**config.mk**
```make
export PLATFORM = sky130hd
export DESIGN_NAME = ordered_value_list_table_flat
export DESIGN_NICKNAME = d
export VERILOG_FILES = /design/src/rtl/ovlt_pkg.sv /design/src/rtl/ovlt_req_if.sv /design/src/rtl/ovlt_rsp_if.sv /design/src/rtl/ordered_value_list_table.sv /design/src/flat_wrapper.sv
export SDC_FILE = /design/constraint.sdc
export NUM_CORES = 2
export LEC_CHECK = 0
export ABC_AREA = 0
export BUFFER_PORTS_ARGS = -buffer_cell sky130_fd_sc_hd__buf_2
export CAP_MARGIN = 10
export CORE_MARGIN = 2
export CORE_UTILIZATION = 50
export DETAILED_ROUTE_END_ITERATION = 12
export PLACE_DENSITY_LB_ADDON = 0.08
export SKIP_CTS_REPAIR_TIMING = 1
export SYNTH_ARGS = -nofsm -noshare
export SYNTH_HDL_FRONTEND = slang
export SYNTH_SLANG_ARGS = --single-unit
```
**constraint.sdc**
```tcl
create_clock -name clock -period 8.35 [get_ports clock]
set_input_delay 0 -clock clock [delete_from_list [all_inputs] [get_ports clock]]
set_output_delay 0 -clock clock [all_outputs]
set_load 0.03 [all_outputs]
```
**src/rtl/ovlt_pkg.sv**
```systemverilog
package ovlt_pkg;

   localparam int OVLT_CAPACITY = 64;

   localparam int VALUE_W  = 32;
   localparam int CMD_W    = 2;
   localparam int STATUS_W = 2;
   localparam int CSR_IDX_W = 1;
   localparam int CSR_DATA_W = 1;

   typedef logic [CMD_W-1:0]    cmd_type;
   typedef logic [STATUS_W-1:0] status_type;

   localparam cmd_type CMD_INSERT   = 2'd0;
   localparam cmd_type CMD_REMOVE   = 2'd1;
   localparam cmd_type CMD_CONTAINS = 2'd2;

   localparam status_type STATUS_DONE    = 2'd0;
   localparam status_type STATUS_REFUSED = 2'd1;
   localparam status_type STATUS_FULL    = 2'd2;

   localparam logic [CSR_IDX_W-1:0] REG_SORTED_MODE      = 1'd0;
   localparam logic [CSR_IDX_W-1:0] REG_ALLOW_DUPLICATES = 1'd1;

endpackage

```
**src/rtl/ovlt_req_if.sv**
```systemverilog
interface ovlt_req_if
   import ovlt_pkg::*;
   ();
   logic                      valid;
   logic                      ready;
   cmd_type                   cmd;
   logic signed [VALUE_W-1:0] value;

   modport source (output valid, cmd, value, input ready);
   modport sink   (input valid, cmd, value, output ready);
endinterface

```
**src/rtl/ovlt_rsp_if.sv**
```systemverilog
interface ovlt_rsp_if
   import ovlt_pkg::*;
   #(parameter int CNT_W = $clog2(OVLT_CAPACITY + 1))
   ();
   logic             valid;
   logic             ready;
   status_type       status;
   logic             is_empty;
   logic [CNT_W-1:0] entry_count;

   modport source (output valid, status, is_empty, entry_count, input ready);
   modport sink   (input valid, status, is_empty, entry_count, output ready);
endinterface

```
**src/rtl/ordered_value_list_table.sv**
```systemverilog
// A command on an empty table goes straight to the result, an insert into it
// through the room check and a single write. Otherwise the entries are walked
// (one store read, then one compare or write-back, per entry), except for an
// insert with duplicates allowed in unsorted mode; an insert that opens a gap
// then moves each entry above it up one slot with one read and one write.
// Throughput: one command at a time; the result sits in an output register, so
// the next command is taken while it waits. Reset (synchronous) empties the
// table and clears both mode registers; entry contents are not cleared.
module ordered_value_list_table
   import ovlt_pkg::*;
   #(parameter int CAPACITY = OVLT_CAPACITY,
     parameter int CNT_W    = $clog2(CAPACITY + 1))
   (
   input  logic                  clock,
   input  logic                  reset,
   ovlt_req_if.sink              req_ch,
   ovlt_rsp_if.source            rsp_ch,
   input  logic                  csr_we,
   input  logic [CSR_IDX_W-1:0]  csr_index,
   input  logic [CSR_DATA_W-1:0] csr_wdata
   );

   localparam int AW = $clog2(CAPACITY);

   localparam logic [2:0] S_IDLE = 3'd0;
   localparam logic [2:0] S_SRD  = 3'd1;
   localparam logic [2:0] S_SEX  = 3'd2;
   localparam logic [2:0] S_ICHK = 3'd3;
   localparam logic [2:0] S_SHRD = 3'd4;
   localparam logic [2:0] S_SHWR = 3'd5;
   localparam logic [2:0] S_FIN  = 3'd6;

   logic [2:0]                state_ff, state_in;
   cmd_type                   cmd_ff, cmd_in;
   logic signed [VALUE_W-1:0] val_ff, val_in;
   logic [CNT_W-1:0]          idx_ff, idx_in;
   logic [CNT_W-1:0]          wr_ff, wr_in;
   logic [CNT_W-1:0]          pos_ff, pos_in;
   logic [CNT_W-1:0]          count_ff, count_in;
   logic                      stop_ff, stop_in;
   logic                      found_ff, found_in;
   status_type                status_ff, status_in;
   logic                      sorted_ff, dup_ff;
   logic                      rsp_valid_ff, rsp_valid_in;
   status_type                rsp_status_ff, rsp_status_in;
   logic                      rsp_empty_ff, rsp_empty_in;
   logic [CNT_W-1:0]          rsp_count_ff, rsp_count_in;

   logic [VALUE_W-1:0]        mem [CAPACITY];
   logic [VALUE_W-1:0]        rdata_ff;
   logic                      mem_re, mem_we;
   logic [AW-1:0]             mem_raddr, mem_waddr;
   logic [VALUE_W-1:0]        mem_wdata;

   logic                      req_xfer, eq, gt, last, stop_gt, drop;
   logic [CNT_W-1:0]          idx_prev;

   assign req_xfer = req_ch.valid && req_ch.ready;
   assign req_ch.ready = (state_ff == S_IDLE);

   assign rsp_ch.valid       = rsp_valid_ff;
   assign rsp_ch.status      = rsp_status_ff;
   assign rsp_ch.is_empty    = rsp_empty_ff;
   assign rsp_ch.entry_count = rsp_count_ff;

   assign eq       = (rdata_ff == val_ff);
   assign gt       = ($signed(rdata_ff) > val_ff);
   assign last     = ((idx_ff + CNT_W'(1)) == count_ff);
   assign stop_gt  = dup_ff && sorted_ff && gt;
   assign drop     = !stop_ff && !stop_gt && eq;
   assign idx_prev = idx_ff - CNT_W'(1);

   always_comb begin
      state_in      = state_ff;
      cmd_in        = cmd_ff;
      val_in        = val_ff;
      idx_in        = idx_ff;
      wr_in         = wr_ff;
      pos_in        = pos_ff;
      count_in      = count_ff;
      stop_in       = stop_ff;
      found_in      = found_ff;
      status_in     = status_ff;
      rsp_valid_in  = rsp_valid_ff;
      rsp_status_in = rsp_status_ff;
      rsp_empty_in  = rsp_empty_ff;
      rsp_count_in  = rsp_count_ff;
      mem_re        = 1'b0;
      mem_we        = 1'b0;
      mem_raddr     = idx_ff[AW-1:0];
      mem_waddr     = idx_ff[AW-1:0];
      mem_wdata     = rdata_ff;

      if (rsp_valid_ff && rsp_ch.ready) begin
         rsp_valid_in = 1'b0;
      end

      case (state_ff)
         S_IDLE: begin
            if (req_xfer) begin
               cmd_in   = req_ch.cmd;
               val_in   = req_ch.value;
               idx_in   = '0;
               wr_in    = '0;
               pos_in   = '0;
               stop_in  = 1'b0;
               found_in = 1'b0;
               case (req_ch.cmd)
                  CMD_INSERT: begin
                     if (count_ff == '0 || (!sorted_ff && dup_ff)) begin
                        state_in = S_ICHK;
                     end else begin
                        state_in = S_SRD;
                     end
                  end
                  CMD_REMOVE, CMD_CONTAINS: begin
                     if (count_ff == '0) begin
                        status_in = STATUS_REFUSED;
                        state_in  = S_FIN;
                     end else begin
                        state_in = S_SRD;
                     end
                  end
                  default: begin
                     status_in = STATUS_REFUSED;
                     state_in  = S_FIN;
                  end
               endcase
            end
         end
         S_SRD: begin
            mem_re   = 1'b1;
            state_in = S_SEX;
         end
         S_SEX: begin
            case (cmd_ff)
               CMD_INSERT: begin
                  if (sorted_ff && gt) begin
                     pos_in   = idx_ff;
                     state_in = S_ICHK;
                  end else if (eq && !dup_ff) begin
                     status_in = STATUS_REFUSED;
                     state_in  = S_FIN;
                  end else if (last) begin
                     pos_in   = sorted_ff ? count_ff : '0;
                     state_in = S_ICHK;
                  end else begin
                     idx_in   = idx_ff + CNT_W'(1);
                     state_in = S_SRD;
                  end
               end
               CMD_REMOVE: begin
                  // compact in place: kept entries move down to the write pointer
                  if (stop_gt) begin
                     stop_in = 1'b1;
                  end
                  if (drop) begin
                     found_in = 1'b1;
                     if (!dup_ff) begin
                        stop_in = 1'b1;
                     end
                  end else begin
                     mem_we    = 1'b1;
                     mem_waddr = wr_ff[AW-1:0];
                     wr_in     = wr_ff + CNT_W'(1);
                  end
                  if (last) begin
                     count_in  = drop ? wr_ff : wr_ff + CNT_W'(1);
                     status_in = (drop || found_ff) ? STATUS_DONE : STATUS_REFUSED;
                     state_in  = S_FIN;
                  end else begin
                     idx_in   = idx_ff + CNT_W'(1);
                     state_in = S_SRD;
                  end
               end
               CMD_CONTAINS: begin
                  if (eq) begin
                     status_in = STATUS_DONE;
                     state_in  = S_FIN;
                  end else if (last) begin
                     status_in = STATUS_REFUSED;
                     state_in  = S_FIN;
                  end else begin
                     idx_in   = idx_ff + CNT_W'(1);
                     state_in = S_SRD;
                  end
               end
               default: begin
                  status_in = STATUS_REFUSED;
                  state_in  = S_FIN;
               end
            endcase
         end
         S_ICHK: begin
            if (count_ff == CNT_W'(CAPACITY)) begin
               status_in = STATUS_FULL;
               state_in  = S_FIN;
            end else begin
               idx_in   = count_ff;
               state_in = S_SHRD;
            end
         end
         S_SHRD: begin
            // shift entries up one slot, from the tail down to the gap
            if (idx_ff == pos_ff) begin
               mem_we    = 1'b1;
               mem_waddr = pos_ff[AW-1:0];
               mem_wdata = val_ff;
               count_in  = count_ff + CNT_W'(1);
               status_in = STATUS_DONE;
               state_in  = S_FIN;
            end else begin
               mem_re    = 1'b1;
               mem_raddr = idx_prev[AW-1:0];
               state_in  = S_SHWR;
            end
         end
         S_SHWR: begin
            mem_we   = 1'b1;
            idx_in   = idx_prev;
            state_in = S_SHRD;
         end
         S_FIN: begin
            // hold until the output register is free
            if (!rsp_valid_ff || rsp_ch.ready) begin
               rsp_valid_in  = 1'b1;
               rsp_status_in = status_ff;
               rsp_empty_in  = (count_ff == '0);
               rsp_count_in  = count_ff;
               state_in      = S_IDLE;
            end
         end
         default: begin
            state_in = S_IDLE;
         end
      endcase
   end

   always_ff @(posedge clock) begin
      if (reset) begin
         state_ff     <= S_IDLE;
         count_ff     <= '0;
         stop_ff      <= 1'b0;
         found_ff     <= 1'b0;
         sorted_ff    <= 1'b0;
         dup_ff       <= 1'b0;
         rsp_valid_ff <= 1'b0;
      end else begin
         state_ff     <= state_in;
         count_ff     <= count_in;
         stop_ff      <= stop_in;
         found_ff     <= found_in;
         rsp_valid_ff <= rsp_valid_in;
         if (csr_we && csr_index == REG_SORTED_MODE) begin
            sorted_ff <= csr_wdata[0];
         end
         if (csr_we && csr_index == REG_ALLOW_DUPLICATES) begin
            dup_ff <= csr_wdata[0];
         end
      end
   end

   always_ff @(posedge clock) begin
      cmd_ff        <= cmd_in;
      val_ff        <= val_in;
      idx_ff        <= idx_in;
      wr_ff         <= wr_in;
      pos_ff        <= pos_in;
      status_ff     <= status_in;
      rsp_status_ff <= rsp_status_in;
      rsp_empty_ff  <= rsp_empty_in;
      rsp_count_ff  <= rsp_count_in;
   end

   always_ff @(posedge clock) begin
      if (mem_we) begin
         mem[mem_waddr] <= mem_wdata;
      end
   end

   always_ff @(posedge clock) begin
      if (mem_re) begin
         rdata_ff <= mem[mem_raddr];
      end
   end

   a_count_bound: assert property (@(posedge clock) disable iff (reset)
      count_ff <= CNT_W'(CAPACITY))
      else $error("entry count above capacity");

   a_count_idle: assert property (@(posedge clock) disable iff (reset)
      state_ff == S_IDLE |=> count_ff == $past(count_ff))
      else $error("entry count changed while idle");

   a_rsp_from_fin: assert property (@(posedge clock) disable iff (reset)
      $rose(rsp_valid_ff) |-> $past(state_ff) == S_FIN)
      else $error("result raised outside the finish step");

   a_full_status: assert property (@(posedge clock) disable iff (reset)
      rsp_valid_ff && rsp_status_ff == STATUS_FULL |-> rsp_count_ff == CNT_W'(CAPACITY))
      else $error("full status with spare room");

   a_shift_range: assert property (@(posedge clock) disable iff (reset)
      state_ff == S_SHRD |-> idx_ff < CNT_W'(CAPACITY) && pos_ff <= idx_ff)
      else $error("shift pointer out of range");

endmodule
```
**src/flat_wrapper.sv**
```systemverilog
// flat-port wrapper written by rule: the top's interface ports become plain ports
module ordered_value_list_table_flat import ovlt_pkg::*;
#(parameter int CAPACITY = OVLT_CAPACITY,
     parameter int CNT_W    = $clog2(CAPACITY + 1))
  (clock, reset, csr_we, csr_index, csr_wdata, req_ch_valid, req_ch_cmd, req_ch_value, req_ch_ready, rsp_ch_valid, rsp_ch_status, rsp_ch_is_empty, rsp_ch_entry_count, rsp_ch_ready);
  ovlt_req_if req_ch_i ();
  ovlt_rsp_if #(.CNT_W(CNT_W)) rsp_ch_i ();
  input  logic clock;
  input  logic reset;
  input  logic csr_we;
  input  logic [CSR_IDX_W-1:0] csr_index;
  input  logic [CSR_DATA_W-1:0] csr_wdata;
  input wire logic [$bits(req_ch_i.valid)-1:0] req_ch_valid;
  input wire logic [$bits(req_ch_i.cmd)-1:0] req_ch_cmd;
  input wire logic [$bits(req_ch_i.value)-1:0] req_ch_value;
  output wire logic [$bits(req_ch_i.ready)-1:0] req_ch_ready;
  output wire logic [$bits(rsp_ch_i.valid)-1:0] rsp_ch_valid;
  output wire logic [$bits(rsp_ch_i.status)-1:0] rsp_ch_status;
  output wire logic [$bits(rsp_ch_i.is_empty)-1:0] rsp_ch_is_empty;
  output wire logic [$bits(rsp_ch_i.entry_count)-1:0] rsp_ch_entry_count;
  input wire logic [$bits(rsp_ch_i.ready)-1:0] rsp_ch_ready;
  assign req_ch_i.valid = req_ch_valid;
  assign req_ch_i.cmd = req_ch_cmd;
  assign req_ch_i.value = req_ch_value;
  assign req_ch_ready = req_ch_i.ready;
  assign rsp_ch_valid = rsp_ch_i.valid;
  assign rsp_ch_status = rsp_ch_i.status;
  assign rsp_ch_is_empty = rsp_ch_i.is_empty;
  assign rsp_ch_entry_count = rsp_ch_i.entry_count;
  assign rsp_ch_i.ready = rsp_ch_ready;
  ordered_value_list_table #(.CAPACITY(CAPACITY), .CNT_W(CNT_W)) u_core (.clock(clock), .reset(reset), .req_ch(req_ch_i), .rsp_ch(rsp_ch_i), .csr_we(csr_we), .csr_index(csr_index), .csr_wdata(csr_wdata));
endmodule
```
# Word level (Yosys, flattened, before mapping)
# Memory sizes are Yosys's and may differ from the RTL's. A register that Yosys moved wholly into a read port is not among the register bits.
# Index checks and enable logic that the tools add are counted.
word_totals:
  regBits: 82
  ram_bits: 2048
  elab_cells: 170
  n_memories: 1
memory_table:
  columns: ["memory", "depth", "word_bits", "read_ports", "rd_ports_with_merged_regs", "wr", "line", "source"]
  rows:
  - ["u_core.mem", 64, 32, 1, 1, 1, "ordered_value_list_table.sv:49", "logic [VALUE_W-1:0] mem [CAPACITY];"]
op_classes:
  n_addsub: 4
  order_cmp: 1
  eq_ne: 34
  mux: 76
  n_bitwise: 1
  n_reduce_logical: 37
op_table:
  columns: ["operator", "count"]
  rows:
  - ["$mux 7", 16]
  - ["$mux 32", 2]
  - ["$pmux 7 s2", 3]
  - ["$eq 32x32->1", 1]
  - ["$gt 32x32->1", 1]
  - ["$mux 6", 5]
  - ["$pmux 7 s4", 1]
  - ["$mux 2", 13]
  - ["$add 7x1->7 const B", 3]
  - ["$mux 3", 7]
  - ["$pmux 3 s7", 1]
  - ["$pmux 7 s3", 1]
  - ["$mux 1", 17]
  - ["$eq 7x7->1", 2]
  - ["$ne 3x3->1 const B", 4]
  - ["$pmux 6 s2", 1]
  - ["$logic_and 1x1->1", 11]
  - ["$ne 2x1->1 const B", 5]
  - ["$ne 2x2->1 const B", 5]
  - ["$reduce_and 10->1", 1]
  - ["$eq 3x3->1 const B", 3]
  - ["$ne 3x2->1 const B", 3]
  - ["$pmux 3 s3", 1]
  - ["$pmux 2 s4", 1]
  - ["other kinds (28)", 45]

# Longest topological paths before layout
depth:
  ltp_word: 10
  ltp_mapped: 19
  mapped_depth_nobuf: 11

# Least setup slack after synthesis
# No wires, ideal clock.
synth_path:
  path_type: "flip-flop to flip-flop"
  startpoint: "reg u_core.idx_ff[6]"
  endpoint: "mem u_core.mem[0][31] (data pin)"
  setup_ns: 0.702
  arrival_time_ns: 4.506
  slack_ns: 3.142
  stages_incl_launch_ff: 8
  path_buffers: 2
  path_cell_list: "edfxtp_1 xnor2_1 nand4_2 nor2_1 clkbuf_1 nand2_1 clkbuf_1 o21ai_0"
synth_between:
  elab_chain_len: 3
synth_rtl:
  columns: ["item", "line", "source"]
  rows:
  - ["start: declaration", "ordered_value_list_table.sv:36", "logic [CNT_W-1:0] idx_ff, idx_in;"]
  - ["start signal: assignment", "ordered_value_list_table.sv:266", "idx_ff <= idx_in;"]
  - ["$eq 7x7->1", "ordered_value_list_table.sv:205", "if (idx_ff == pos_ff) begin"]
  - ["$mux 32", "ordered_value_list_table.sv:205", null]
  - ["$mux 32", "ordered_value_list_table.sv:98", "case (state_ff)"]
  - ["via u_core.mem_wdata[31]", "ordered_value_list_table.sv:53", "logic [VALUE_W-1:0] mem_wdata;"]
  - ["end: declaration", "ordered_value_list_table.sv:49", null]
# The timed path passes the listed nets, and every way through them passes these cells.

# Worst setup path in the final report
layout_path:
  startpoint: "reg u_core.idx_ff[0]"
  endpoint: "reg u_core.rdata_ff[31] (read register of u_core.mem) (data pin)"
layout_between:
  elab_chain_len: 3
  elab_cells_between_ends: 6
  classes_between: "add/sub: 1; eq/ne: 1; mux: 4"
layout_rtl:
  columns: ["item", "line", "source"]
  rows:
  - ["$sub 7x1->7 or $eq 7x7->1 (tied branches)", "ordered_value_list_table.sv:71, ordered_value_list_table.sv:205", null]
  - ["$mux 6 or $mux 1 (tied branches)", "ordered_value_list_table.sv:205", null]
  - ["$mux 6 or $pmux 1 s2 (tied branches)", "ordered_value_list_table.sv:98", null]
  - ["end: declaration", "ordered_value_list_table.sv:50", "logic [VALUE_W-1:0] rdata_ff;"]
# Several ways; a longest one is shown, not always the timed one.
# A chain may end at the register's enable or synchronous reset.

==> qor.csv <==
stage,metric,value,unit
status,status,"finished, final reports clean",
critical_path,Worst Path Arrival,7.14,ns
critical_path,cell chain of the critical path,inv_2 > buf_4 > nor2_1 > a21oi_2 > and2_4 > buf_12 > mux4_2 > a32o_1 > nor4_1 > and3_1,
power_and_ir_drop,Max IR drop VDD,365.4,uV
synth,Yosys reg bits,2162,
floorplan,Die X,424.9,um
critical_path,Worst Path Required,9.05,ns
synth,Syn Inst Count,6332,
routing,Total Routed Length,313400,um
synth,largest cells by area after synthesis,"edfxtp_1, nand2_1, a211oi_1",
timing,Least-Margin Pin Slew,1.452,ns
global_route,largest net degree at the start of global routing,156,
timing,RSZ-0062 raised after global routing,false,
critical_path,Setup crit end,u_core.rdata_ff[31],
synth,ys flop type,edfxtp_1,
routing,DR vias/cell,6.696,
timing,Fin. Hold Viols,0,
floorplan,initial core utilization,0.5030,
synth,Mapped Nets,6416,
floorplan,die area,180600,um^2
final_layout,Layout area overhead,13.60,%
placement,GPL Wtd Cong,0.9472,
critical_path,Crit path depth,10,
timing,fin crit period,6.444,ns
cts,Clock Tree Buf Depth,3,
synth,synth unique cells,88,
floorplan,row count,154,
global_route,global route overflow,0,
flow_run,max cap viols,0,
timing,Tcrit/Tclk final,0.7718,
synth,mapped cell area,88580,um^2
final_layout,final core utilization,0.5714,
critical_path,Worst Setup SP,u_core.idx_ff[0],
worst_hold_path,HP Class,in -> reg,
synth,Post-synth top cells,"edfxtp_1, nand2_1, nand3_1",
synth,YS warnings,0,
routing,number of remaining DRC errors,0,
placement,final HPWL from detailed placement,182800,um
final_layout,nets@finish,6536,
timing,Max Clock Skew,0.04011,ns
critical_path,FF-to-FF End,u_core.rdata_ff[31],
placement,dpl cell area,92960,um^2
power_and_ir_drop,Final Total Pwr,43.65,mW
power_and_ir_drop,Lkg Pwr,33.42,nW
timing,final slew viol count,0,
final_layout,post-layout instance area,100600,um^2
cts,CTS tree,done,
power_and_ir_drop,pwr dens,433.8,nW/um^2
floorplan,Core Area,176100,um^2
routing,Antenna Violating Nets Remaining,0,
floorplan,Ports,53,
critical_path,CP peak stage delay,0.97,ns
placement,Setup WS pre-CTS,1.994,ns
critical_path,WP buf/inv,3,
synth,sequential area share after synthesis,0.7312,
routing,post-DR wirelength/cell,34.90,um
floorplan,DIE HEIGHT,424.9,um
timing,slack of the critical path,1.906,ns
critical_path,Worst setup SP type,flip-flop,
synth,number of synthesized flops with an enable pin,2147,
routing,Initial DRT Pass Iterations,6,
cts,"Reg clk slew, reported paths",0.06,ns
timing,setup TNS after final layout,0,ns
critical_path,worst-path maximum fanout,56,
placement,Port Buffers,52,
global_route,Tot GR Track Use,0.3414,
timing,Setup Viol. Count Final,0,
critical_path,worst r2r path cells,10,
critical_path,crit path max-delay cell type,nor4_1,
cts,H-tree levels,4,
critical_path,crit path kind,reg -> reg,
cts,root buffer cell,clkbuf_16,
global_route,initial antenna violation count,26,
routing,Via Count,60130,
timing,Worst slew margin,0.02562,
placement,Inst Count DP,8488,
global_route,global-route wire length before repair,434100,um
synth,Synth async-reset ratio,0,
critical_path,Top Family by Delay on Critical Path,simple AND/OR/NAND/NOR gates,
synth,Synth top area share,0.7278,
routing,initial drt markers,9511,
global_route,vias in the first global route,55140,
synth,cell taking the most area after synthesis,edfxtp_1,
critical_path,Crit. End Element,flip-flop,
cts,CTS buffer count,218,
cts,Worst-Skew Late Latency,0.88,ns
critical_path,worst reg2reg startpoint,u_core.idx_ff[0],
final_layout,share of layout cells above drive strength 1,0.1152,
timing,Min Hold Slack,0.07507,ns
final_layout,Post-Layout Cell Count,8980,
timing,Fmax,155.2,MHz
synth,mean post-synth cell area,13.99,um^2
critical_path,Register-to-Register Setup Slack,1.91,ns
synth,most common cell in the netlist,edfxtp_1,
cts,Sink Count,2162,
==> state kept, by name (all words and copies together) (netlist names) <==
signal	count
u_core.rsp_ch.entry_count	7
u_core.stop_ff	1
u_core.state_ff	3
u_core.rsp_ch.valid	1
u_core.status_ff	2
u_core.count_ff	7
u_core.rsp_ch.status	2
u_core.rdata_ff	32
u_core.wr_ff	7
u_core.dup_ff	1
u_core.found_ff	1
u_core.cmd_ff	2
u_core.val_ff	32
u_core.sorted_ff	1
u_core.idx_ff	7
u_core.mem	2048
u_core.pos_ff	7
u_core.rsp_ch.is_empty	1
==> report_power, final <==
group,total (mW),internal (mW),switching (mW)
logic,19.9,4.81,15.0
clock network,9.47,5.28,4.19
registers,14.3,14.0,0.326
total,43.7,24.1,19.6
==> cells in the final DEF (no fill, tap or decap), types with 22 or more instances in the layout <==
master	instances
ha_1	43
nand2_1	1217
edfxtp_1	2147
a31oi_1	171
a21oi_1	175
a22oi_1	23
nor3_1	29
o2bb2ai_1	29
a221oi_1	145
clkbuf_1	52
o221ai_1	25
buf_4	193
buf_2	54
and3_1	259
nand4_1	35
o21ai_4	33
a211oi_1	256
clkbuf_16	220
nor2_4	69
inv_1	53
clkinv_1	53
nand3_1	307
buf_12	39
clkinv_2	47
dlygate4sd3_1	78
o21ai_0	62
nor2_1	97
a311oi_1	190
mux2i_1	126
o22ai_1	32
or4_1	22
==> kinds of logic after synthesis <==
logic type | count (synthesis) | synth area share
flip-flops | 2162 | 0.7312
AND/OR/NAND/NOR | 2104 | 0.1057
AO/OA/AOI/OAI | 1316 | 0.1090
buffers and inverters | 521 | 0.02572
multiplexers | 153 | 0.01880
adder cells (fa/ha/maj) | 43 | 0.006073
XOR/XNOR | 33 | 0.003432
==> area by class of cell <==
type | count | area [um^2]
flip-flops and latches | 2162 | 64770
diodes | 8 | 20.02
multi-input cells | 3649 | 22610
clock inverters | 128 | 1072
inverters | 54 | 202.7
repair buffers | 367 | 3323
clock buffers | 272 | 5700
fillers | 13920 | 75480
well taps | 2340 | 2928
==> worst min-delay path by stage <==
stage	slack, ns	cells past startpoint	start	end
6_report	0.08	5	csr_index	u_core.dup_ff
5_1_grt	0.08	3	reset	u_core.rsp_ch.valid
4_1_cts	-0.73	1	req_ch_value[9]	u_core.val_ff[9]
3_5_place_dp	0.18	1	req_ch_value[30]	u_core.val_ff[30]
3_3_place_gp	0.18	1	req_ch_value[6]	u_core.val_ff[6]
2_1_floorplan	0.08	1	reset	u_core.state_ff[1]
==> per-layer routing <==
metal / up-vias / share of wire / global-route usage
li1: 24940 / - / -
met1: 30670 / 0.39 / 0.4786
met2: 3765 / 0.44 / 0.5036
met3: 734 / 0.12 / 0.08692
met4: 24 / 0.052 / 0.1550
met5: - / 0.00049 / 0
==> worst reg2reg max path, delay by kind of cell (launching register included) <==
| kind | cells | cell delay (ns) |
|---|---|---|
| AO/OA/AOI/OAI | 2 | 1.31 |
| buffers and inverters | 3 | 1.50 |
| flip-flops | 1 | 0.56 |
| multiplexers | 1 | 0.69 |
| AND/OR/NAND/NOR | 4 | 2.20 |
Note: power is estimated with default switching activity, not from simulation.
